File: src/sv/lisc_pkg.sv
`timescale 1ns / 1ps
package lisc_pkg;

  localparam int GRID = 3;
  localparam int HALF = GRID / 2;
  localparam int CNT_W = (GRID > 1) ? $clog2(GRID) : 1;

  localparam int SP_W = 15;
  localparam int POS_W = 16;
  localparam int CRD_W = 18;
  localparam int SQ_W = 34;
  localparam int SQ_STEPS = 17;
  localparam int SQ_STEP_W = 5;

  localparam int CD_W = 30;
  localparam int ANG_W = 25;
  localparam int CD_STEPS = 16;
  localparam int CD_STEP_W = 4;

  localparam logic signed [ANG_W-1:0] DEG90 = 25'sd2949120;
  localparam int ANG_MAX = 23040;

  localparam logic [1:0] REG_SPACING_X = 2'd0;
  localparam logic [1:0] REG_SPACING_Y = 2'd1;
  localparam logic [1:0] REG_SPACING_Z = 2'd2;

  typedef struct packed {
    logic vld;
    logic last;
    logic signed [CRD_W-1:0] x;
    logic signed [CRD_W-1:0] y;
    logic signed [CRD_W-1:0] z;
  } pt_t;

  typedef struct packed {
    logic vld;
    logic last;
    logic signed [CRD_W-1:0] x;
    logic signed [CRD_W-1:0] y;
    logic signed [CRD_W-1:0] z;
    logic [SQ_W-1:0] n_xy;
    logic [SQ_W-1:0] r_xy;
    logic [SQ_W-1:0] n_all;
    logic [SQ_W-1:0] r_all;
  } sq_t;

  typedef struct packed {
    logic vld;
    logic last;
    logic zero_az;
    logic zero_el;
    logic signed [CD_W-1:0] a_az;
    logic signed [CD_W-1:0] b_az;
    logic signed [ANG_W-1:0] z_az;
    logic signed [CD_W-1:0] a_el;
    logic signed [CD_W-1:0] b_el;
    logic signed [ANG_W-1:0] z_el;
    logic [15:0] rng;
  } cd_t;

  function automatic logic signed [ANG_W-1:0] step_angle(input logic [CD_STEP_W-1:0] i);
    logic signed [ANG_W-1:0] v;
    case (i)
      4'd0: v = 25'sd1474560;
      4'd1: v = 25'sd870484;
      4'd2: v = 25'sd459940;
      4'd3: v = 25'sd233473;
      4'd4: v = 25'sd117189;
      4'd5: v = 25'sd58652;
      4'd6: v = 25'sd29333;
      4'd7: v = 25'sd14667;
      4'd8: v = 25'sd7334;
      4'd9: v = 25'sd3667;
      4'd10: v = 25'sd1833;
      4'd11: v = 25'sd917;
      4'd12: v = 25'sd458;
      4'd13: v = 25'sd229;
      4'd14: v = 25'sd115;
      default: v = 25'sd57;
    endcase
    return v;
  endfunction

endpackage

File: src/sv/lisc_pos_if.sv
`timescale 1ns / 1ps
interface lisc_pos_if;
  logic valid;
  logic ready;
  logic [15:0] pos_x;
  logic [15:0] pos_y;
  logic [15:0] pos_z;
  modport source(output valid, pos_x, pos_y, pos_z, input ready);
  modport sink(input valid, pos_x, pos_y, pos_z, output ready);
endinterface

File: src/sv/lisc_gen.sv
`timescale 1ns / 1ps
module lisc_gen
  import lisc_pkg::*;
(
  input  logic clk,
  input  logic rst,
  input  logic en,
  input  logic [SP_W-1:0] sp_x,
  input  logic [SP_W-1:0] sp_y,
  input  logic [SP_W-1:0] sp_z,
  lisc_pos_if.sink pos,
  output pt_t pt
);

  logic busy;
  logic signed [POS_W-1:0] px, py, pz;
  logic [CNT_W-1:0] ci, cj, ck;
  logic ci_end, cj_end, ck_end, is_end, accept;

  assign ci_end = (ci == CNT_W'(GRID - 1));
  assign cj_end = (cj == CNT_W'(GRID - 1));
  assign ck_end = (ck == CNT_W'(GRID - 1));
  assign is_end = ci_end && cj_end && ck_end;
  assign pos.ready = !busy || (en && is_end);
  assign accept = pos.valid && pos.ready;

  function automatic logic signed [CRD_W-1:0] image(input logic signed [POS_W-1:0] p,
                                                     input logic [CNT_W-1:0] c,
                                                     input logic [SP_W-1:0] sp);
    logic signed [CNT_W+1:0] coef;
    logic signed [CRD_W-1:0] off;
    coef = $signed({2'b00, c}) - $signed((CNT_W+2)'(HALF));
    off = CRD_W'(coef * $signed({1'b0, sp}));
    return CRD_W'(p) + off;
  endfunction

  always_ff @(posedge clk) begin
    if (rst) begin
      busy <= 1'b0;
      pt.vld <= 1'b0;
      ci <= '0;
      cj <= '0;
      ck <= '0;
    end else begin
      if (en) begin
        pt.vld <= busy;
        pt.last <= is_end;
        pt.x <= image(px, ci, sp_x);
        pt.y <= image(py, cj, sp_y);
        pt.z <= image(pz, ck, sp_z);
      end
      if (accept) begin
        busy <= 1'b1;
        px <= pos.pos_x;
        py <= pos.pos_y;
        pz <= pos.pos_z;
        ci <= '0;
        cj <= '0;
        ck <= '0;
      end else if (en && busy) begin
        if (is_end) busy <= 1'b0;
        ck <= ck_end ? '0 : ck + 1'b1;
        if (ck_end) begin
          cj <= cj_end ? '0 : cj + 1'b1;
          if (cj_end) ci <= ci_end ? '0 : ci + 1'b1;
        end
      end
    end
  end

endmodule

File: src/flat_wrapper.sv
// flat-port wrapper written by rule: the top's interface ports become plain ports
module lisc_gen_flat import lisc_pkg::*;
  (clk, rst, en, sp_x, sp_y, sp_z, pt, pos_valid, pos_pos_x, pos_pos_y, pos_pos_z, pos_ready);
  lisc_pos_if pos_i ();
  input  logic clk;
  input  logic rst;
  input  logic en;
  input  logic [SP_W-1:0] sp_x;
  input  logic [SP_W-1:0] sp_y;
  input  logic [SP_W-1:0] sp_z;
  output pt_t pt;
  input wire logic [$bits(pos_i.valid)-1:0] pos_valid;
  input wire logic [$bits(pos_i.pos_x)-1:0] pos_pos_x;
  input wire logic [$bits(pos_i.pos_y)-1:0] pos_pos_y;
  input wire logic [$bits(pos_i.pos_z)-1:0] pos_pos_z;
  output wire logic [$bits(pos_i.ready)-1:0] pos_ready;
  assign pos_i.valid = pos_valid;
  assign pos_i.pos_x = pos_pos_x;
  assign pos_i.pos_y = pos_pos_y;
  assign pos_i.pos_z = pos_pos_z;
  assign pos_ready = pos_i.ready;
  lisc_gen u_core (.clk(clk), .rst(rst), .en(en), .sp_x(sp_x), .sp_y(sp_y), .sp_z(sp_z), .pos(pos_i), .pt(pt));
endmodule
File: config.mk
export PLATFORM = sky130hd
export DESIGN_NAME = lisc_gen_flat
export DESIGN_NICKNAME = d
export VERILOG_FILES = /design/src/sv/lisc_pkg.sv /design/src/sv/lisc_pos_if.sv /design/src/sv/lisc_gen.sv /design/src/flat_wrapper.sv
export SDC_FILE = /design/constraint.sdc
export NUM_CORES = 1
export LEC_CHECK = 0
export ABC_AREA = 0
export ABC_CLOCK_PERIOD_IN_PS = 7550
export BUFFER_PORTS_ARGS = -buffer_cell sky130_fd_sc_hd__buf_2
export CAP_MARGIN = 0
export CORE_MARGIN = 2
export CORE_UTILIZATION = 25
export CTS_BUF_LIST = sky130_fd_sc_hd__clkbuf_8 sky130_fd_sc_hd__clkbuf_16
export DETAILED_ROUTE_END_ITERATION = 6
export SYNTH_ARGS = -nofsm -noshare
export SYNTH_HDL_FRONTEND = slang
export SYNTH_SLANG_ARGS = --single-unit
File: constraint.sdc
create_clock -name clk -period 7.55 [get_ports clk]
set_input_delay 1.1325 -clock clk [delete_from_list [all_inputs] [get_ports clk]]
set_output_delay 1.1325 -clock clk [all_outputs]
set_load 0.02 [all_outputs]
==> qor.csv <==
metric,value,unit
edff_count_synth,103,
tritoncts,built,
synth-seq-area-share,35.94,%
insertion_delay,0.37,ns
end_kind,flip-flop,
global_route.usage.total,11.29,%
grt_pass1_wl,33090,µm
post_synth_main_area_contributors,"sky130_fd_sc_hd__edfxtp_1 34%, sky130_fd_sc_hd__fa_1 20%, sky130_fd_sc_hd__ha_1 16%",
cellLeakagePower,4.575,nW
setup_crit_path_kind,flip-flop to flip-flop,
final-max-slew-violation-count,0,
hold_path.class,flip-flop to flip-flop,
yosys.cell_count.top_type,sky130_fd_sc_hd__nor2b_1,
detail_route.drc_violations,0,
utilization,30.00,%
post-route-worst-setup-slack,1.813,ns
die-height,194.3,µm
finalNonFillerCells,1367,
dp.cells,1351,
startpoint_type,flip-flop,
finalSetupViolations,0,
synth.ff_latch_count,111,
drv.max_cap_violation_count,0,
via_count_of_the_first_global_routing_pass,6395,
syn_area_per_cell,12.15,µm²
num_antenna_cells,0,
start_util,25.45,%
globalRoute.totalOverflow,0,
post_route_cells_drive_above_1_share,19.21,%
totalWireLength,20110,µm
cts_bufs_inserted,9,
synth.lib_cells_used.distinct,41,
post-cts-setup-buffer-count,0,
yosys_warnings,0,
timing.clock.skew,0.01040,ns
boundaryPins,154,
htree_num_levels,3,
clock_root_buffer,sky130_fd_sc_hd__clkbuf_16,
routed_wire_length_per_instance,14.71,µm
cp.required,7.67,ns
cp_data_arrival_time,5.86,ns
core_region,0.03557,mm²
layout_worst_path_cycle_share,75.98,%
cts_buffer_depth,2,
via_per_inst,4.333,
yosys_most_used_dff,sky130_fd_sc_hd__edfxtp_1,
powerDensity,262.5,mW/mm²
full_die_area,0.03774,mm²
grt_start_max_net_pins,36,
detail-route-antenna-nets,0,
cell_type_with_the_largest_total_area_after_synthesis,sky130_fd_sc_hd__edfxtp_1,
synth.net_count,1046,
cts_hold_buf,0,
ir_worst_vdd,124.4,µV
max_freq,174.3,MHz
ctsResizeCount,0,
antenna_violations_before_repair,4,
layout.nets,1202,
chipWidth,194.3,µm
drt-pass1-iter-count,4,
placement_rows,69,
area.growth.synth_to_final,17.87,%
final-hold-violation-count,0,
worstMarginPinSlew,0.6949,ns
proportion_of_netlist_area_held_by_the_largest_area_contributor,34.17,%
grt_setup_unrepaired,no,
post_synth_inst_count,745,
outcome,completed,
vias,5923,
place_congestion,0.8164,
synth_async_sr_flop_share,0,%
pre_cts_ws,1.826,ns
netlist_area,0.009051,mm²
detailed_place_hpwl,16610,µm
cts.sink_count,111,
timing.final.crit_period,5.737,ns
worstPathMaxFanout,17,
synthTopCellsByCount,"126 x sky130_fd_sc_hd__nor2b_1, 114 x sky130_fd_sc_hd__ha_1, 103 x sky130_fd_sc_hd__edfxtp_1",
max_slew_margin,53.58,%
tns,0,ns
drtIter0Drc,175,
io_buffers,153,
clk_pin_slew_worst_paths,0.07,ns
## logic make-up (layout without fill, tap and decap cells)
| kind of cell | after synthesis | count (layout) | share of synthesized area [%] |
|---|---|---|---|
| AOI/OAI and AO/OA | 101 | 101 | 7.340 |
| buffers and inverters | 54 | 215 | 2.239 |
| muxes | 5 | 5 | 0.5530 |
| DFF | 111 | 111 | 35.94 |
| adders and majority gates | 204 | 204 | 35.66 |
| and+or+nand+nor | 226 | 226 | 14.00 |
| xor gates and xnor gates | 44 | 44 | 4.258 |
## metal layers
metal | global-route usage (%) | part of all wire (%)
met3 | 3.340 | 5.0
met2 | 19.01 | 49
met5 | 0 | 0.29
met1 | 13.80 | 45
met4 | 3.732 | 1.5
## final cells by class
cell class                 count  area (µm²)
fill                        3673       24900
multi-input combinational    580        5610
sequential                   111        3253
timing repair buffer         155       780.7
tap                          461       576.8
clock buffer                   9       225.2
inverter                      44       165.2
clock inverter                 7       57.56
## flip-flops by register name, summed over array words and instances, names as in the netlist
| signal | cells |
|---|---|
| u_core.pt | 56 |
| u_core.cj | 2 |
| u_core.busy | 1 |
| u_core.py | 16 |
| u_core.px | 16 |
| u_core.ck | 2 |
| u_core.pz | 16 |
| u_core.ci | 2 |
## worst max-delay path: stages, from the launching register on
cell and delay, ns:
sky130_fd_sc_hd__dfxtp_1 0.71, sky130_fd_sc_hd__inv_1 0.22, sky130_fd_sc_hd__ha_1 0.55, sky130_fd_sc_hd__nand2b_1 0.26, sky130_fd_sc_hd__fa_1 0.50, sky130_fd_sc_hd__inv_1 0.05
sky130_fd_sc_hd__fa_1 0.49, sky130_fd_sc_hd__inv_1 0.05, sky130_fd_sc_hd__fa_1 0.53, sky130_fd_sc_hd__inv_1 0.04, sky130_fd_sc_hd__ha_1 0.21, sky130_fd_sc_hd__fa_1 0.40
sky130_fd_sc_hd__a21oi_1 0.24, sky130_fd_sc_hd__o21ai_0 0.15, sky130_fd_sc_hd__a21oi_1 0.24, sky130_fd_sc_hd__o21ai_0 0.21, sky130_fd_sc_hd__o31ai_1 0.29, sky130_fd_sc_hd__mux2i_1 0.21
sky130_fd_sc_hd__o211ai_1 0.10
## final timing paths
path | end | cells past startpoint | start | slack [ns]
setup reg to reg | u_core.pt[52]$_DFFE_PP_ | 18 | u_core.ci[0]$_SDFFE_PP0P_ | 1.81
hold / removal | u_core.ck[1]$_SDFFE_PP0P_ | 2 | u_core.ck[1]$_SDFFE_PP0P_ | 0.48
hold reg to reg | u_core.ck[1]$_SDFFE_PP0P_ | 2 | u_core.ck[1]$_SDFFE_PP0P_ | 0.48
setup / recovery | u_core.pt[52]$_DFFE_PP_ | 18 | u_core.ci[0]$_SDFFE_PP0P_ | 1.81
## cell usage in the layout, fill, tap and decap left out, types with 8 or more instances in the layout
master,count
sky130_fd_sc_hd__nand2b_1,16
sky130_fd_sc_hd__a21oi_1,34
sky130_fd_sc_hd__edfxtp_1,103
sky130_fd_sc_hd__nand3_1,8
sky130_fd_sc_hd__xor2_1,11
sky130_fd_sc_hd__nor2b_1,125
sky130_fd_sc_hd__inv_1,47
sky130_fd_sc_hd__clkbuf_16,9
sky130_fd_sc_hd__nand2_1,22
sky130_fd_sc_hd__buf_2,153
sky130_fd_sc_hd__nor2_1,33
sky130_fd_sc_hd__o21a_1,8
sky130_fd_sc_hd__ha_1,114
sky130_fd_sc_hd__xnor2_1,33
sky130_fd_sc_hd__fa_1,90
sky130_fd_sc_hd__dfxtp_1,8
sky130_fd_sc_hd__o21ai_0,16
sky130_fd_sc_hd__a21o_1,17
## through the flow
stage | total power, mW | instance area (µm²) | hold WS, ns
final | 2.801 | 10670 | 0.4848
after floorplan | 2.001 | 9051 | 0.4530
after global routing | 3.063 | 10670 | 0.5289
after global placement | 2.325 | 10390 | 0.4669
after detailed placement | 2.341 | 10390 | 0.4773
after CTS | 2.852 | 10670 | 0.4876
## report_power, final
group          internal, mW  switching (mW)  total, mW
Sequential            0.854          0.0308      0.885
Combinational         0.633           0.803       1.44
Clock                 0.252           0.227      0.480
Total                  1.74            1.06       2.80
No activity file was read; power rests on OpenSTA's default activity.
