$ cat src/sv/lisc_pkg.sv
`timescale 1ns / 1ps
package lisc_pkg;

  localparam int GRID = 3;
  localparam int HALF = GRID / 2;
  localparam int CNT_W = (GRID > 1) ? $clog2(GRID) : 1;

  localparam int SP_W = 15;
  localparam int POS_W = 16;
  localparam int CRD_W = 18;
  localparam int SQ_W = 34;
  localparam int SQ_STEPS = 17;
  localparam int SQ_STEP_W = 5;

  localparam int CD_W = 30;
  localparam int ANG_W = 25;
  localparam int CD_STEPS = 16;
  localparam int CD_STEP_W = 4;

  localparam logic signed [ANG_W-1:0] DEG90 = 25'sd2949120;
  localparam int ANG_MAX = 23040;

  localparam logic [1:0] REG_SPACING_X = 2'd0;
  localparam logic [1:0] REG_SPACING_Y = 2'd1;
  localparam logic [1:0] REG_SPACING_Z = 2'd2;

  typedef struct packed {
    logic vld;
    logic last;
    logic signed [CRD_W-1:0] x;
    logic signed [CRD_W-1:0] y;
    logic signed [CRD_W-1:0] z;
  } pt_t;

  typedef struct packed {
    logic vld;
    logic last;
    logic signed [CRD_W-1:0] x;
    logic signed [CRD_W-1:0] y;
    logic signed [CRD_W-1:0] z;
    logic [SQ_W-1:0] n_xy;
    logic [SQ_W-1:0] r_xy;
    logic [SQ_W-1:0] n_all;
    logic [SQ_W-1:0] r_all;
  } sq_t;

  typedef struct packed {
    logic vld;
    logic last;
    logic zero_az;
    logic zero_el;
    logic signed [CD_W-1:0] a_az;
    logic signed [CD_W-1:0] b_az;
    logic signed [ANG_W-1:0] z_az;
    logic signed [CD_W-1:0] a_el;
    logic signed [CD_W-1:0] b_el;
    logic signed [ANG_W-1:0] z_el;
    logic [15:0] rng;
  } cd_t;

  function automatic logic signed [ANG_W-1:0] step_angle(input logic [CD_STEP_W-1:0] i);
    logic signed [ANG_W-1:0] v;
    case (i)
      4'd0: v = 25'sd1474560;
      4'd1: v = 25'sd870484;
      4'd2: v = 25'sd459940;
      4'd3: v = 25'sd233473;
      4'd4: v = 25'sd117189;
      4'd5: v = 25'sd58652;
      4'd6: v = 25'sd29333;
      4'd7: v = 25'sd14667;
      4'd8: v = 25'sd7334;
      4'd9: v = 25'sd3667;
      4'd10: v = 25'sd1833;
      4'd11: v = 25'sd917;
      4'd12: v = 25'sd458;
      4'd13: v = 25'sd229;
      4'd14: v = 25'sd115;
      default: v = 25'sd57;
    endcase
    return v;
  endfunction

endpackage

$ cat src/sv/lisc_sqrt_cell.sv
`timescale 1ns / 1ps
module lisc_sqrt_cell
  import lisc_pkg::*;
(
  input  logic clk,
  input  logic rst,
  input  logic en,
  input  logic [SQ_STEP_W-1:0] step,
  input  sq_t d,
  output sq_t q
);

  logic [SQ_STEP_W:0] sh;
  logic [SQ_W-1:0] bitv;
  sq_t nx;

  assign sh = (SQ_STEP_W+1)'(2 * (SQ_STEPS - 1)) - {step, 1'b0};
  assign bitv = SQ_W'(1) << sh;

  always_comb begin
    nx = d;
    if (d.n_xy >= d.r_xy + bitv) begin
      nx.n_xy = d.n_xy - (d.r_xy + bitv);
      nx.r_xy = (d.r_xy >> 1) + bitv;
    end else begin
      nx.r_xy = d.r_xy >> 1;
    end
    if (d.n_all >= d.r_all + bitv) begin
      nx.n_all = d.n_all - (d.r_all + bitv);
      nx.r_all = (d.r_all >> 1) + bitv;
    end else begin
      nx.r_all = d.r_all >> 1;
    end
  end

  always_ff @(posedge clk) begin
    if (rst) begin
      q.vld <= 1'b0;
    end else if (en) begin
      q <= nx;
    end
  end

endmodule

$ cat config.mk
export PLATFORM = sky130hd
export DESIGN_NAME = lisc_sqrt_cell
export DESIGN_NICKNAME = d
export VERILOG_FILES = /design/src/sv/lisc_pkg.sv /design/src/sv/lisc_sqrt_cell.sv
export SDC_FILE = /design/constraint.sdc
export NUM_CORES = 1
export LEC_CHECK = 0
export BUFFER_PORTS_ARGS = -buffer_cell sky130_fd_sc_hd__buf_2
export CAP_MARGIN = 5
export CORE_ASPECT_RATIO = 0.6
export CORE_MARGIN = 1.5
export CORE_UTILIZATION = 55
export CTS_CLUSTER_DIAMETER = 60
export DETAILED_ROUTE_END_ITERATION = 12
export GPL_ROUTABILITY_DRIVEN = 0
export PLACE_DENSITY_LB_ADDON = 0.12
export SLEW_MARGIN = 15
export SYNTH_ARGS = -nofsm -noshare
export SYNTH_HDL_FRONTEND = slang
export SYNTH_SLANG_ARGS = --single-unit
$ cat constraint.sdc
create_clock -name clk -period 30 [get_ports clk]
set_clock_uncertainty 0.15 [all_clocks]
set_input_delay 4.5 -clock clk [delete_from_list [all_inputs] [get_ports clk]]
set_output_delay 4.5 -clock clk [all_outputs]
set_load 0.02 [all_outputs]
==> metrics.md, run 1 <==
| Metric | Value |
|---|---|
| Async SR Flop Fraction | `0` |
| Maximum vdd drop | `~33 uV` |
| Final Max Slew Viols | `0` |
| Layout cells sized above 1 | `0.237` |
| Post-synthesis register bit count | `192` |
| Crit. End Element | `flop` |
| CTS tree | `built` |
| Filler cells | `2205` |
| Setup WS post-layout | `19040 ps` |
| Initial antenna violation count | `6` |
| Crit path time final | `10960 ps` |
| Run status | `finished, final reports clean` |
| Predominant post-synthesis flop cell | `edfxtp_1` |
| Final period util | `0.365` |
| Lkg Pwr | `roughly 7.4 nW` |
| Initial Utilization | `0.563` |
| Pre-antenna DRT Iters | `5` |
| Reg with most FFs | `q` |
| Setup WS pre-CTS | `approximately 19000 ps` |
| Vias in the first global route | `12.1k` |
| Vias per cell | `around 6` |
| Commonest non-fill, non-tap cell in the layout | `buf_2` |
| Library cells used by synthesis | `approximately 80` |
| Dpl cells | `2292` |
| CTS Sinks | `192` |
| Crit Path Class | `input port to flop` |
| Final std cells w/o fill | `around 2.3k` |
| Syn Area/Cell | `between 9 and 10 um^2` |
| Area of the mapped netlist | `about 15000 um^2` |
| Total power | `between 0.8 and 0.9 mW` |
| Relative slew slack | `0.282` |
| Slew of the pin with the lowest slew margin | `1070 ps` |
| Drt wl/cell | `~19 um` |
| CP startpoint kind | `input port` |
| Final WL | `roughly 44000 um` |
| Post-DRT Antenna Nets | `0` |
| Port bufs | `391` |
| Num CTS Buffers | `17` |
| Crit path DAT | `11030 ps` |
| Largest net degree at the start of global routing | `77` |
| Largest regs | `q (192)` |
| Final TNS setup | `0 ps` |
| # nets final | `between 2k and 2.5k` |
| Clk slew on worst S/H paths | `70 ps` |
| First-pass GRT wire length | `65500 um` |
| Crit path top cell by count | `ha_1` |
| Post-CTS sizing | `0` |
| Final setup fails | `0` |
| Hold_buf cts | `0` |
| Post-synth EDFFs | `191` |
| H-tree Lvls | `4` |
| Layout area overhead | `19.0%` |
| Max clock buf depth | `2` |
| Req. time, crit path | `30060 ps` |
| GR Overflow Total | `0` |
| Drt drc | `0` |
| Worst-skew pair later-pin latency | `450 ps` |
| Post-CTS Setup Repair Bufs | `0` |
| DIE AREA | `28200 um^2` |
| Tightest Hold Check Type | `flop to flop` |
| # Max-Cap Violations | `0` |
| Max incr delay on CP | `780 ps` |
| Initial DRC Count | `1440` |
| Tot GR Track Use | `0.300` |
| Mapped Cells | `1579` |
| Die Wd | `216 um` |
| Die Ht | `131 um` |
| Pwr Density | `45.2 nW/um^2` |
| Dpl hpwl | `34100 um` |
| Slowest CP cell | `o31ai_4` |
| Syn_nets | `1913` |
| Core ar. | `26600 um^2` |
| # IOs | `392` |
| Crit-path max FO | `76` |
| RSZ-0062 raised after global routing | `no` |
| Max reg flops | `192` |
| Root buf cell | `clkbuf_16` |
| Row count | `46` |
| Yosys warns | `0` |
| Sequential fraction of the synthesis area | `0.385` |
| Via count | `13.7k` |
| Max Clk Rate | `roughly 90 MHz` |
| Hold Violations, Final | `0` |
| Most frequent cells in the layout | `buf_2, edfxtp_1, nor2_1` |
[path summary, 6_finish.rpt]
check / from / to / slack [ps] / depth (start not counted)
max: step[2] / q[1] / 19040 / 25
min: q[191] / q[191] / 350 / 2
min reg2reg: q[191] / q[191] / 350 / 2
max reg2reg: q[191] / q[191] / 29260 / 2
[logic make-up after synthesis]
family	Yosys count	share of synthesized area
simple gates	478	0.147
compound gates	490	0.208
buf+inv	76	0.0217
fa+ha+maj	140	0.117
flops	192	0.385
mux	16	0.0120
xor+xnor	187	0.109
[final cells by class]
class / count / area, um^2 / area share
antenna: 5 / 12.5 / 0.000702
clock buffer: 18 / 429 / 0.0241
clock inverter: 14 / 133 / 0.00744
inverter: 32 / 120 / 0.00674
multi-input combinational: 1311 / 8910 / 0.500
sequential: 192 / 5760 / 0.323
tap: 360 / 450 / 0.0253
timing repair buffer: 397 / 2000 / 0.112
[metal layers]
layer / wire, um / GRT usage / vias to the layer above
met1: 20700 / 0.448 / 6401
met3: 4130 / 0.0667 / 56
met4: 676 / 0.0931 / 2
met2: 18500 / 0.430 / 624
li1: - / - / 6642
met5: 17 / 0 / -
[cells in the mapped netlist (21+ instances only)]
library cell	n	area share
a21oi_1	159	0.053
ha_1	132	0.11
xor2_1	92	0.054
a31oi_1	50	0.021
inv_1	32	0.0080
nor2b_1	22	0.0092
xnor2_1	95	0.056
o21ai_1	33	0.011
nand2_1	145	0.036
clkbuf_1	21	0.0053
nor2_1	173	0.043
o21ai_0	80	0.027
edfxtp_1	191	0.38
a21o_1	42	0.021
[per-stage QoR]
| step | cell area [um^2] | util | hold slack (ps) |
|---|---|---|---|
| 2_1_floorplan | 15000 | - | 429 |
| 3_3_place_gp | 17200 | 0.648 | 335 |
| 3_5_place_dp | 17200 | 0.648 | 335 |
| 4_1_cts | 17800 | 0.669 | 354 |
| 5_1_grt | 17800 | 0.670 | 409 |
| 6_report | 17800 | 0.670 | 349 |
[critical path, delay by kind of cell]
family                     cells  cell delay, ps
AOI/OAI and AO/OA             10            2570
xor gates and xnor gates       1             160
adders and majority gates      3             880
buffers and inverters          2             890
muxes                          1             410
and+or+nand+nor                8            1540
[power by group]
| part | switching, mW | internal (mW) | leakage, nW |
|---|---|---|---|
| Sequential | 0.00594 | 0.325 | 1.80 |
| Clock | 0.110 | 0.116 | 0.269 |
| Combinational | 0.157 | 0.0907 | 5.32 |
| Total | 0.273 | 0.532 | 7.39 |
Note: power is estimated with default switching activity, not from simulation.
==> run 2: changes to the inputs <==
==> constraint.sdc (replaced) <==
create_clock -name clk -period 10.8 [get_ports clk]
set_clock_uncertainty 0.15 [all_clocks]
set_input_delay 1.62 -clock clk [delete_from_list [all_inputs] [get_ports clk]]
set_output_delay 1.62 -clock clk [all_outputs]
set_load 0.02 [all_outputs]
==> metrics.md, run 2 (synthesized netlist as in run 1, its figures left out) <==
| Metric | Value |
|---|---|
| Run status | `finished, final reports clean` |
| Core ar. | `26600 um^2 (unchanged)` |
| Vias in the first global route | `12.2k (+0.78%)` |
| Req. time, crit path | `10860 ps (-19200 ps)` |
| Post-CTS sizing | `0 (unchanged)` |
| Layout area overhead | `19.5%` |
| Met3 Track Usage GR | `0.0620 (-0.00463)` |
| Crit Path Class | `input port to flop` |
| CP startpoint kind | `input port` |
| CTS Sinks | `192 (unchanged)` |
| Hold_buf cts | `0 (unchanged)` |
| Setup WS post-layout | `2700 ps (-16340 ps)` |
| GR Util met2 | `0.432 (+0.00208)` |
| Final std cells w/o fill | `2326 (-0.13%)` |
| Maximum vdd drop | `102 uV (+210%)` |
| Largest regs | `q (192)` |
| Crit path DAT | `8160 ps (-2870 ps)` |
| GR Overflow Total | `0 (unchanged)` |
| Flop pwr share | `0.397 (-0.014)` |
| Max clock buf depth | `2 (unchanged)` |
| Pint | `1.57 mW (+190%)` |
| Hold Violations, Final | `0 (unchanged)` |
| Area occupied by registers | `5760 um^2 (unchanged)` |
| Drt wl/cell | `18.9 um (about the same)` |
| Dpl cells | `2292 (unchanged)` |
| Root buf cell | `clkbuf_16` |
| Relative slew slack | `0.313 (+0.0311)` |
| Final Max Slew Viols | `0 (unchanged)` |
| Worst-skew pair later-pin latency | `450 ps (about the same)` |
| RSZ-0062 raised after global routing | `no` |
| Die Wd | `216 um (unchanged)` |
| Crit-path max FO | `76 (unchanged)` |
| Post-DRT Antenna Nets | `0 (unchanged)` |
| Max Clk Rate | `123 MHz` |
| First-pass GRT wire length | `66100 um (+0.90%)` |
| Largest net degree at the start of global routing | `79 (+2.6%)` |
| Vias per cell | `5.95 (+0.93%)` |
| # Max-Cap Violations | `0 (unchanged)` |
| Met1 usage | `0.463 (+0.0145)` |
| Layout cells sized above 1 | `0.236 (-0.00153)` |
| H-tree Lvls | `4 (unchanged)` |
| Switching part of the total | `0.323 (-0.0166)` |
| Initial Utilization | `0.563 (unchanged)` |
| Setup WS pre-CTS | `2360 ps (-16430 ps)` |
| Multi-input gate area | `8910 um^2 (unchanged)` |
| Final period util | `0.750` |
| Row count | `46 (unchanged)` |
| Commonest non-fill, non-tap cell in the layout | `buf_2` |
| Most frequent cells in the layout | `buf_2, edfxtp_1, nor2_1` |
| Initial antenna violation count | `3 (-3)` |
| Crit. End Element | `flop` |
| Final WL | `43900 um (-0.11%)` |
| Clk slew on worst S/H paths | `70 ps (about the same)` |
| Clock power frac | `0.306 (+0.025)` |
| Num CTS Buffers | `17 (unchanged)` |
| Filler cells | `2213 (+0.36%)` |
| # IOs | `392 (unchanged)` |
| Reg with most FFs | `q` |
| Post-CTS Setup Repair Bufs | `0 (unchanged)` |
| Pre-antenna DRT Iters | `6 (+1)` |
| Final setup fails | `0 (unchanged)` |
| DIE AREA | `28200 um^2 (unchanged)` |
| Lkg Pwr | `7.43 nW (+0.51%)` |
| Final TNS setup | `0 ps (unchanged)` |
| Drt drc | `0 (unchanged)` |
| Die Ht | `131 um (unchanged)` |
| Port bufs | `391 (unchanged)` |
| Tightest Hold Check Type | `flop to flop` |
| # nets final | `2285 (unchanged)` |
| Slew of the pin with the lowest slew margin | `1030 ps (-40.7 ps)` |
| Switching power | `0.747 mW (+170%)` |
| Pwr Density | `129 nW/um^2 (+190%)` |
| Initial DRC Count | `1472 (+2.2%)` |
| GRT busiest layer | `met1` |
| Combinational power share | `0.297 (-0.011)` |
| Via count | `13.8k (+0.80%)` |
| Dpl hpwl | `34200 um (+0.13%)` |
| Crit path time final | `a little over 8000 ps` |
| Tot GR Track Use | `0.302 (+0.00264)` |
| CTS tree | `built` |
| Max reg flops | `192 (unchanged)` |
==> run 2: worst paths after layout <==
check	startpoint	to	slack, ps	depth (start not counted)
hold / removal	q[191]	q[191]	390	2
setup reg to reg	q[191]	q[191]	10020	2
setup / recovery	step[2]	q[1]	2700	25
hold reg to reg	q[191]	q[191]	390	2
==> run 2: layer usage <==
layer	vias to the layer above	wire length (um)
met5	-	17
met4	2	668
met3	40	4370
met2	687	18300
met1	6486	20600
li1	6620	-
==> run 2: area by class of cell <==
cell class	count	area share
repair buffers	397	0.112
well taps	360	0.0252
clock inverters	13	0.0115
inverters	32	0.00672
clock buffers	19	0.0242
multi-input cells	1311	0.498
diodes	2	0.000280
flip-flops and latches	192	0.322
==> run 2: worst max-delay path, cell delays in order <==
cell and delay, ps:
buf_2 130, nor2_1 100, nand2_1 60, nor3_1 500
ha_1 290, ha_1 240, and2_1 160, a31oi_1 70
a211oi_1 300, o21ai_1 160, a211oi_1 590, o21ai_1 250
nor2_1 130, o21ai_0 110, xor2_1 170, ha_1 350
a21oi_1 80, nor2b_1 200, or3_1 230, a41o_1 200
or3_1 110, a31oi_1 70, o31ai_4 800, buf_4 750
mux2_2 420
==> run 2: power by group through the flow <==
stage	logic, mW	clock network [mW]	registers, mW
after floorplan	0.381	0	1.02
after global placement	0.662	0	0.934
after detailed placement	0.673	0	0.935
after CTS	0.678	0.716	0.919
after global routing	0.749	0.736	0.924
final	0.688	0.707	0.919
==> run 2: through the flow <==
step	total power [mW]	util	hold WS, ps	instance area [um^2]
2_1_floorplan	1.40	-	429	15000
3_3_place_gp	1.60	0.648	331	17200
3_5_place_dp	1.61	0.648	365	17200
4_1_cts	2.31	0.672	384	17900
5_1_grt	2.41	0.673	463	17900
6_report	2.31	0.673	391	17900
