$ cat src/sv/lisc_pkg.sv
`timescale 1ns / 1ps
package lisc_pkg;

  localparam int GRID = 3;
  localparam int HALF = GRID / 2;
  localparam int CNT_W = (GRID > 1) ? $clog2(GRID) : 1;

  localparam int SP_W = 15;
  localparam int POS_W = 16;
  localparam int CRD_W = 18;
  localparam int SQ_W = 34;
  localparam int SQ_STEPS = 17;
  localparam int SQ_STEP_W = 5;

  localparam int CD_W = 30;
  localparam int ANG_W = 25;
  localparam int CD_STEPS = 16;
  localparam int CD_STEP_W = 4;

  localparam logic signed [ANG_W-1:0] DEG90 = 25'sd2949120;
  localparam int ANG_MAX = 23040;

  localparam logic [1:0] REG_SPACING_X = 2'd0;
  localparam logic [1:0] REG_SPACING_Y = 2'd1;
  localparam logic [1:0] REG_SPACING_Z = 2'd2;

  typedef struct packed {
    logic vld;
    logic last;
    logic signed [CRD_W-1:0] x;
    logic signed [CRD_W-1:0] y;
    logic signed [CRD_W-1:0] z;
  } pt_t;

  typedef struct packed {
    logic vld;
    logic last;
    logic signed [CRD_W-1:0] x;
    logic signed [CRD_W-1:0] y;
    logic signed [CRD_W-1:0] z;
    logic [SQ_W-1:0] n_xy;
    logic [SQ_W-1:0] r_xy;
    logic [SQ_W-1:0] n_all;
    logic [SQ_W-1:0] r_all;
  } sq_t;

  typedef struct packed {
    logic vld;
    logic last;
    logic zero_az;
    logic zero_el;
    logic signed [CD_W-1:0] a_az;
    logic signed [CD_W-1:0] b_az;
    logic signed [ANG_W-1:0] z_az;
    logic signed [CD_W-1:0] a_el;
    logic signed [CD_W-1:0] b_el;
    logic signed [ANG_W-1:0] z_el;
    logic [15:0] rng;
  } cd_t;

  function automatic logic signed [ANG_W-1:0] step_angle(input logic [CD_STEP_W-1:0] i);
    logic signed [ANG_W-1:0] v;
    case (i)
      4'd0: v = 25'sd1474560;
      4'd1: v = 25'sd870484;
      4'd2: v = 25'sd459940;
      4'd3: v = 25'sd233473;
      4'd4: v = 25'sd117189;
      4'd5: v = 25'sd58652;
      4'd6: v = 25'sd29333;
      4'd7: v = 25'sd14667;
      4'd8: v = 25'sd7334;
      4'd9: v = 25'sd3667;
      4'd10: v = 25'sd1833;
      4'd11: v = 25'sd917;
      4'd12: v = 25'sd458;
      4'd13: v = 25'sd229;
      4'd14: v = 25'sd115;
      default: v = 25'sd57;
    endcase
    return v;
  endfunction

endpackage

$ cat src/sv/lisc_cordic_cell.sv
`timescale 1ns / 1ps
module lisc_cordic_cell
  import lisc_pkg::*;
(
  input  logic clk,
  input  logic rst,
  input  logic en,
  input  logic [CD_STEP_W-1:0] step,
  input  cd_t d,
  output cd_t q
);

  logic signed [ANG_W-1:0] ang;
  cd_t nx;

  assign ang = step_angle(step);

  always_comb begin
    nx = d;
    if (!d.b_az[CD_W-1]) begin
      nx.a_az = d.a_az + (d.b_az >>> step);
      nx.b_az = d.b_az - (d.a_az >>> step);
      nx.z_az = d.z_az + ang;
    end else begin
      nx.a_az = d.a_az - (d.b_az >>> step);
      nx.b_az = d.b_az + (d.a_az >>> step);
      nx.z_az = d.z_az - ang;
    end
    if (!d.b_el[CD_W-1]) begin
      nx.a_el = d.a_el + (d.b_el >>> step);
      nx.b_el = d.b_el - (d.a_el >>> step);
      nx.z_el = d.z_el + ang;
    end else begin
      nx.a_el = d.a_el - (d.b_el >>> step);
      nx.b_el = d.b_el + (d.a_el >>> step);
      nx.z_el = d.z_el - ang;
    end
  end

  always_ff @(posedge clk) begin
    if (rst) begin
      q.vld <= 1'b0;
    end else if (en) begin
      q <= nx;
    end
  end

endmodule

$ cat config.mk
export PLATFORM = sky130hd
export DESIGN_NAME = lisc_cordic_cell
export DESIGN_NICKNAME = d
export VERILOG_FILES = /design/src/sv/lisc_pkg.sv /design/src/sv/lisc_cordic_cell.sv
export SDC_FILE = /design/constraint.sdc
export NUM_CORES = 1
export LEC_CHECK = 0
export BUFFER_PORTS_ARGS = -buffer_cell sky130_fd_sc_hd__buf_2
export CAP_MARGIN = 10
export CELL_PAD_IN_SITES_DETAIL_PLACEMENT = 0
export CELL_PAD_IN_SITES_GLOBAL_PLACEMENT = 1
export CORE_AREA = 5 5 319 321
export DETAILED_ROUTE_END_ITERATION = 7
export DIE_AREA = 0 0 324 326
export GPL_ROUTABILITY_DRIVEN = 0
export PLACE_DENSITY = 0.53
export SLEW_MARGIN = 10
export SYNTH_ARGS = -nofsm -noshare
export SYNTH_HDL_FRONTEND = slang
export SYNTH_SLANG_ARGS = --single-unit
$ cat constraint.sdc
create_clock -name clk -period 10.14 [get_ports clk]
set_input_delay 0.507 -clock clk [delete_from_list [all_inputs] [get_ports clk]]
set_output_delay 0.507 -clock clk [all_outputs]
set_load 0.05 [all_outputs]
==> out/results.env, run 1 <==
SYNTHCELLS=2638
CTS.CLK_SLEW.WORST_PATHS_NS=0.09
WORST-ENDPOINT-REQUIRED_NS=10.42
HOLD_CLASS='in2reg'
PLACEMENTROWS=116
SYNTHMOSTINSTANTIATEDCELL='sky130_fd_sc_hd__nor2_1'
P_PER_AREA_nW_PER_UM2=151
WORST_EP_ARRIVAL_TIME_NS=6.58
LARGEST-REGISTER='q'
POWER.IR.VDD_WORST_mV=0.0719
MIN_FROM='d[15]'
FMAX_MHz=159
GRT_PASS1_VIAS=22200
TIMING_WORST_SLEW_PIN_VALUE_NS=1.10
NUM-NETS-FINAL=3324
SYNTH_ASYNC_SR_FLOP_SHARE_PCT=0
STARTPOINT='step[0]'
CTS_MAX_PATH_BUFFERS=2
IO_BUFFER_COUNT=386
POST-DP-HPWL_MM=78.2
CLOCK_SINK_COUNT=190
YOSYS_MOST_USED_DFF='sky130_fd_sc_hd__edfxtp_1'
CORE_AREA_UM2=99000
SYNTH.DISTINCT_CELLS=102
ROOT_BUFFER='sky130_fd_sc_hd__clkbuf_16'
GLOBAL_ROUTE_WIRE_LENGTH_BEFORE_REPAIR_MM=146
MIN_DELAY_PATH_DEPTH=1
TIMING.FINAL.SETUP_VIOLATIONS=0
RRSETUPSLACK_NS=9.56
DRTANTENNAVIOLNETS=0
WORST_SETUP_PATH_END_KIND='flip-flop'
POSTSYNTHAREAPERCELL_UM2=9.26
SYNTHTOPCELLSBYAREA='sky130_fd_sc_hd__edfxtp_1 (23%), sky130_fd_sc_hd__mux4_2 (12%), sky130_fd_sc_hd__ha_1 (9.6%), sky130_fd_sc_hd__xnor2_1 (6.7%), sky130_fd_sc_hd__a21oi_1 (4.6%)'
CTS-BUFFERS-INSERTED=17
SETUP_TNS_NS=0
CTS_MAX_LEVEL=4
DIE_AREA_UM2=106000
TIMING_WORST_SETUP_PATH_TYPE='in2reg'
STATUS='finished clean'
REG2REG_FROM='q[189]'
PRE_CTS_WS_NS=3.23
GLOBAL_ROUTE.OVERFLOW_TOTAL=0
COUNT_OF_FLIP_FLOPS_WITH_A_BUILT_IN_ENABLE_AFTER_SYNTHESIS=189
SLEW_VIOLATIONS=0
CTS_POST_SETUP_BUFFERS_INSERTED=0
FIN_UTIL_PCT=28.4
ANTENNA_VIOLATIONS_BEFORE_REPAIR=13
YOSYS.AREA.TOP_TYPE_SHARE_PCT=23.2
CTS.REPAIR.RESIZED=0
SYNTHTOPCELLSBYCOUNT='sky130_fd_sc_hd__nor2_1 (242), sky130_fd_sc_hd__a21oi_1 (223), sky130_fd_sc_hd__edfxtp_1 (189)'
INITIALDRTVIOLATIONCOUNT=1806
DIE_WIDTH_UM=324
MULTIINPUTGATEAREA_UM2=17800
TIMING.MAX_SLEW.REL_SLACK_PCT=26.8
WORST_PATH_MOST_REPEATED_CELL='sky130_fd_sc_hd__a2111oi_0'
CLOCK_LATENCY_NS=0.52
DR.PASS1.ITERS=5
GRTUSAGETOTAL_PCT=18.2
CRIT-REG2REG-CAPTURE='q[189]'
NUMBER_OF_FLIP_FLOPS_AND_LATCHES_IN_THE_SYNTHESIZED_NETLIST=190
PATH_MAX_FANOUT=59
LARGEST_REGISTER_FF_COUNT=190
FINAL.SETUP_SKEW_NS=0
WORST_HOLD_PATH.ENDPOINT='q[15]'
DIEHEIGHT_UM=326
FINALWORSTPATHREQUIREDPERIOD_NS=6.31
ROUTED_WIRELENGTH_MM=99.5
GRT_MAX_DEGREE=94
AREA_GROWTH_PCT=15.2
WL_PER_CELL_UM=23.4
SYNTH_AREA_UM2=24400
ROUTED-VIA-COUNT=22400
CTS_TREE='yes'
PERIOD_SHARE_PCT=62.2
CAP_VIOL_MAX_COUNT=0
VIA_PER_INST=5.27
TYPE_OF_ORIGIN_OF_THE_CRITICAL_PATH='input pin'
SYNTH_FP_NETS=3029
DRC_ERRORS=0
LARGEST_REGISTERS='q x190'
CRIT_CHAIN='buf_8, buf_4, mux4_2, a22o_1, a221oi_2, nand2_1, nor3b_2, nor2_1, xnor2_1, ha_1, a2111oi_0, o21ai_0, a2111oi_0, nor3_1, o211ai_1, a31oi_1, a221oi_1, nor4bb_1, a311o_1'
FF2FF_PATH_DEPTH=2
INITIAL_CORE_UTILIZATION_PCT=24.7
SYNTH_SEQ_AREA_SHARE_PCT=23.3
FILLERINSTANCES=10600
LEAKAGEPOWER_nW=11.1
SLOWEST_STAGE='sky130_fd_sc_hd__buf_4'
YOSYS.AREA.TOP_TYPE='sky130_fd_sc_hd__edfxtp_1'
CTS-HOLD-FIX-BUFFERS=0
FINAL_HOLD_VIOL_COUNT=0
COMBINED_FLIP_FLOP_AND_LATCH_CELL_AREA_UM2=5700
SYNTH-WARNING-COUNT=0
CRITPATHMAXSTAGEDELAY_NS=0.70
FIN_WS_NS=3.83
SETUP_REPAIR_AFTER_GLOBAL_ROUTING_MISSED_ITS_MARGIN='false'
FINAL_LAYOUT_SIZE_SUFFIX_GT1_SHARE_PCT=22.6
IO-PIN-COUNT=387
## cells by family after synthesis
family                     Yosys count  share of synthesized area [%]
buffers and inverters              213                           4.01
xor gates and xnor gates           264                           9.53
DFF                                190                           23.3
and+or+nand+nor                    752                           15.0
muxes                              280                           18.2
adders and majority gates          194                           10.1
AOI/OAI and AO/OA                  745                           19.8
## cell usage in the layout, fill, tap and decap left out, types with 71 or more instances in the layout
cell,count
sky130_fd_sc_hd__ha_1,188
sky130_fd_sc_hd__inv_1,71
sky130_fd_sc_hd__xor2_1,77
sky130_fd_sc_hd__xnor2_1,186
sky130_fd_sc_hd__buf_2,381
sky130_fd_sc_hd__nor2_1,241
sky130_fd_sc_hd__mux2i_1,99
sky130_fd_sc_hd__o21ai_0,124
sky130_fd_sc_hd__mux4_2,126
sky130_fd_sc_hd__edfxtp_1,189
sky130_fd_sc_hd__nand2_1,187
sky130_fd_sc_hd__a21oi_1,223
## stage by stage
step | power, mW | instances | area [µm²] | hold WS (ns)
6_report | 4.24 | 4254 | 28100 | 0.155
5_1_grt | 4.52 | 4247 | 28100 | 0.117
4_1_cts | 4.30 | 4244 | 28100 | 0.0928
3_5_place_dp | 3.53 | 4212 | 27500 | 0.490
3_3_place_gp | 3.56 | 4212 | 27500 | 0.481
2_1_floorplan | 2.91 | 2638 | 24400 | 0.579
## worst max-delay path by stage
stage	to	slack, ns
2_1_floorplan	q[0]	0.50
3_3_place_gp	q[154]	3.30
3_5_place_dp	q[69]	3.23
4_1_cts	q[69]	3.82
5_1_grt	q[69]	3.24
6_report	q[69]	3.83
## layout make-up
class,count,share of cell area [%]
clock inverter,15,0.538
antenna,10,0.0889
inverter,76,1.01
sequential,190,20.2
timing repair buffer,413,7.73
multi-input combinational,2235,63.1
clock buffer,17,1.51
tap,1298,5.77
## per-layer routing
metal | GRT usage [%] | up-vias | wire length [µm]
met2 | 29.0 | 684 | 45300
met1 | 25.0 | 10900 | 45800
met5 | 0 | - | 27
met4 | 6.03 | 4 | 2890
met3 | 3.27 | 122 | 5490
li1 | - | 10700 | -
## critical path, delay by kind of cell
kind | cells | cell delay [ns]
AO/OA/AOI/OAI | 9 | 2.93
buffers and inverters | 2 | 1.06
AND/OR/NAND/NOR | 5 | 0.90
multiplexers | 1 | 0.66
adder cells (fa/ha/maj) | 1 | 0.24
XOR/XNOR | 1 | 0.16
## power breakdown
| part | internal (mW) | leakage [nW] | switching (mW) |
|---|---|---|---|
| clock | 0.326 | 0.278 | 0.393 |
| sequential | 1.07 | 1.79 | 0.0314 |
| combinational | 0.848 | 9.07 | 1.57 |
| total | 2.25 | 11.1 | 1.99 |
Power figures use the tool's default switching activity.
==> run 2, diff against run 1 <==
- clock period: 10.14 -> 5.3 ns (I/O delays scaled with it)
==> run 2 against run 1 <==
Via count increased by 4.9%. Critical path type unchanged. Register-to-register slack got worse by 5.4 ns. Critical endpoint unchanged. Clock power increased by 86%. Sequential cell count unchanged. Highest routed layer unchanged. Design area increased by 8.3%. Largest cell class unchanged. Global-route usage increased by 0.59 points. Non-clock buffer count increased by 285. Cell count increased by 6.7%.
==> out/results.env, run 2 (synthesized netlist as in run 1, its figures left out) <==
STATUS='finished clean'
POWER.IR.VDD_WORST_mV=0.185  # +160%
DRTANTENNAVIOLNETS=0  # unchanged
MULTIINPUTGATEAREA_UM2=17800  # +0.15%
LEAKAGEPOWER_nW=12.5  # +13%
DRC_ERRORS=0  # unchanged
CAP_VIOL_MAX_COUNT=0  # unchanged
ROOT_BUFFER='sky130_fd_sc_hd__clkbuf_16'
CTS.CLK_SLEW.WORST_PATHS_NS=0.08  # about the same
WORST_HOLD_PATH.ENDPOINT='q[102]'
FINAL_LAYOUT_SIZE_SUFFIX_GT1_SHARE_PCT=28.9  # +6.2 points
WORST_PATH_MOST_REPEATED_CELL='sky130_fd_sc_hd__buf_4'
CLOCK_LATENCY_NS=0.52  # about the same
REG2REG_FROM='q[189]'
INITIALDRTVIOLATIONCOUNT=1893  # +4.8%
GRT_MAX_DEGREE=87  # -7.4%
LARGEST-REGISTER='q'
GLOBAL_ROUTE_WIRE_LENGTH_BEFORE_REPAIR_MM=151  # +3.6%
WORST_EP_ARRIVAL_TIME_NS=5.19  # -1.39 ns
FINAL_COMMON_CELL='sky130_fd_sc_hd__buf_2'
GRTUSAGETOTAL_PCT=18.8  # +0.59 points
IO-PIN-COUNT=387  # unchanged
SLEW_VIOLATIONS=0  # unchanged
AREA_GROWTH_PCT=24.8
NUM-NETS-FINAL=3609  # +8.6%
DIE_WIDTH_UM=324  # unchanged
TOTAL_POWER_mW=8.43  # +99%
SETUP_REPAIR_AFTER_GLOBAL_ROUTING_MISSED_ITS_MARGIN='false'
TIMING.FINAL.SETUP_VIOLATIONS=0  # unchanged
FILLERINSTANCES=10600  # +0.094%
POST-DP-HPWL_MM=83.2  # +6.4%
ANTENNA_VIOLATIONS_BEFORE_REPAIR=13  # unchanged
TIMING_WORST_SLEW_PIN_VALUE_NS=0.907  # -0.188 ns
ROUTED-VIA-COUNT=23500  # +4.9%
CORE_AREA_UM2=99000  # unchanged
FIN_UTIL_PCT=30.8  # +2.4 points
CLOCK_SINK_COUNT=190  # unchanged
WORST-ENDPOINT-REQUIRED_NS=5.58  # -4.84 ns
P_PER_AREA_nW_PER_UM2=277  # +84%
GLOBAL_ROUTE.OVERFLOW_TOTAL=0  # unchanged
FIN_WS_NS=0.396  # -3.44 ns
MOST-COMMON-LAYOUT-CELLS='sky130_fd_sc_hd__buf_2 (381), sky130_fd_sc_hd__buf_4 (281), sky130_fd_sc_hd__nor2_1 (241)'
CRIT_CHAIN='buf_8, buf_4, mux4_2, o22ai_1, nor2_1, a211o_1, o21a_1, xor2_1, ha_1, a2111oi_0, o21ai_0, a2111oi_2, buf_4, nor3_1, o211ai_1, a31oi_1, buf_4, a221oi_2, nor4bb_1, a311o_1'
VIA_PER_INST=5.18  # -1.7%
RRSETUPSLACK_NS=4.18  # -5.38 ns
MIN_FROM='d[102]'
PERIOD_SHARE_PCT=92.5
MIN_DELAY_PATH_DEPTH=2  # +1
CRITPATHMAXSTAGEDELAY_NS=0.64  # -0.06 ns
WL_PER_CELL_UM=22.5  # -3.9%
GRT_PASS1_VIAS=23600  # +6.4%
FF2FF_PATH_DEPTH=3  # +1
DIEHEIGHT_UM=326  # unchanged
TIMING.MAX_SLEW.REL_SLACK_PCT=39.3  # +12 points
CTS_TREE='yes'
PRE_CTS_WS_NS=-0.206  # -3.44 ns
TYPE_OF_ORIGIN_OF_THE_CRITICAL_PATH='input pin'
FINAL_HOLD_VIOL_COUNT=0  # unchanged
DIE_AREA_UM2=106000  # unchanged
FINALWORSTPATHREQUIREDPERIOD_NS=4.90
TIMING_WORST_SETUP_PATH_TYPE='in2reg'
IO_BUFFER_COUNT=386  # unchanged
LARGEST_REGISTER_FF_COUNT=190  # unchanged
HOLD_CLASS='in2reg'
CTS_MAX_LEVEL=4  # unchanged
FINAL.SETUP_SKEW_NS=0  # unchanged
COMBINED_FLIP_FLOP_AND_LATCH_CELL_AREA_UM2=5700  # unchanged
ROUTED_WIRELENGTH_MM=102  # +2.5%
WORST_SETUP_PATH_END_KIND='flip-flop'
LARGEST_REGISTERS='q x190'
PLACEMENTROWS=116  # unchanged
DR.PASS1.ITERS=5  # unchanged
FMAX_MHz=204
SLOWEST_STAGE='sky130_fd_sc_hd__mux4_2'
CTS-BUFFERS-INSERTED=17  # unchanged
PATH_MAX_FANOUT=25  # -58%
CTS_MAX_PATH_BUFFERS=2  # unchanged
INITIAL_CORE_UTILIZATION_PCT=24.7  # unchanged
CRIT-REG2REG-CAPTURE='q[189]'
==> run 2: layout make-up <==
| class | instances | share of cell area [%] |
|---|---|---|
| antenna | 9 | 0.0739 |
| clock buffer | 19 | 1.42 |
| clock inverter | 13 | 0.398 |
| inverter | 76 | 0.936 |
| timing repair buffer | 698 | 14.8 |
| tap | 1298 | 5.33 |
| multi-input combinational | 2235 | 58.4 |
| sequential | 190 | 18.7 |
==> run 2: layer usage <==
layer / track usage (%) / routed length (µm)
met1: 25.7 / 46800
met2: 30.6 / 46900
met4: 5.47 / 2660
met5: 0 / 7
met3: 3.22 / 5710
==> run 2: critical path: cells and delay by family <==
family / cells / cell delay [ns]
AO/OA/AOI/OAI: 10 / 2.74
XOR/XNOR: 1 / 0.19
adder cells (fa/ha/maj): 1 / 0.21
buffers and inverters: 4 / 0.84
multiplexers: 1 / 0.64
AND/OR/NAND/NOR: 3 / 0.28
==> run 2: stage by stage <==
stage / area (µm²) / instances / hold WS (ns) / TNS, ns
after floorplan: 24500 / 2638 / 0.337 / 0
after global placement: 29700 / 4476 / 0.442 / -1.03
after detailed placement: 29700 / 4476 / 0.443 / -0.658
after CTS: 30400 / 4529 / 0.0730 / 0
after global routing: 30500 / 4534 / 0.109 / 0
final: 30500 / 4538 / 0.122 / 0
==> run 2: power breakdown <==
part           internal, mW  total (mW)  leakage, nW  switching [mW]
registers              2.05        2.10         1.79          0.0551
clock network         0.618        1.34        0.270           0.724
logic                  1.91        4.98         10.5            3.07
==> run 2: worst max path at each step <==
stage	from	end	slack (ns)
finish	step[0]	q[69]	0.40
global route	step[0]	q[69]	0.003
CTS	step[0]	q[154]	0.34
detailed placement	step[0]	q[69]	-0.21
global placement	step[0]	q[69]	-0.28
floorplan	step[1]	q[125]	0.01
==> run 2: timing repair <==
action / in CTS / in global routing
hold endpoints to repair: 20 / 0
resized for setup: 0 / 2
hold buffers: 21 / 0
endpoints found under the setup margin: 0 / 2
setup buffers: 0 / 0
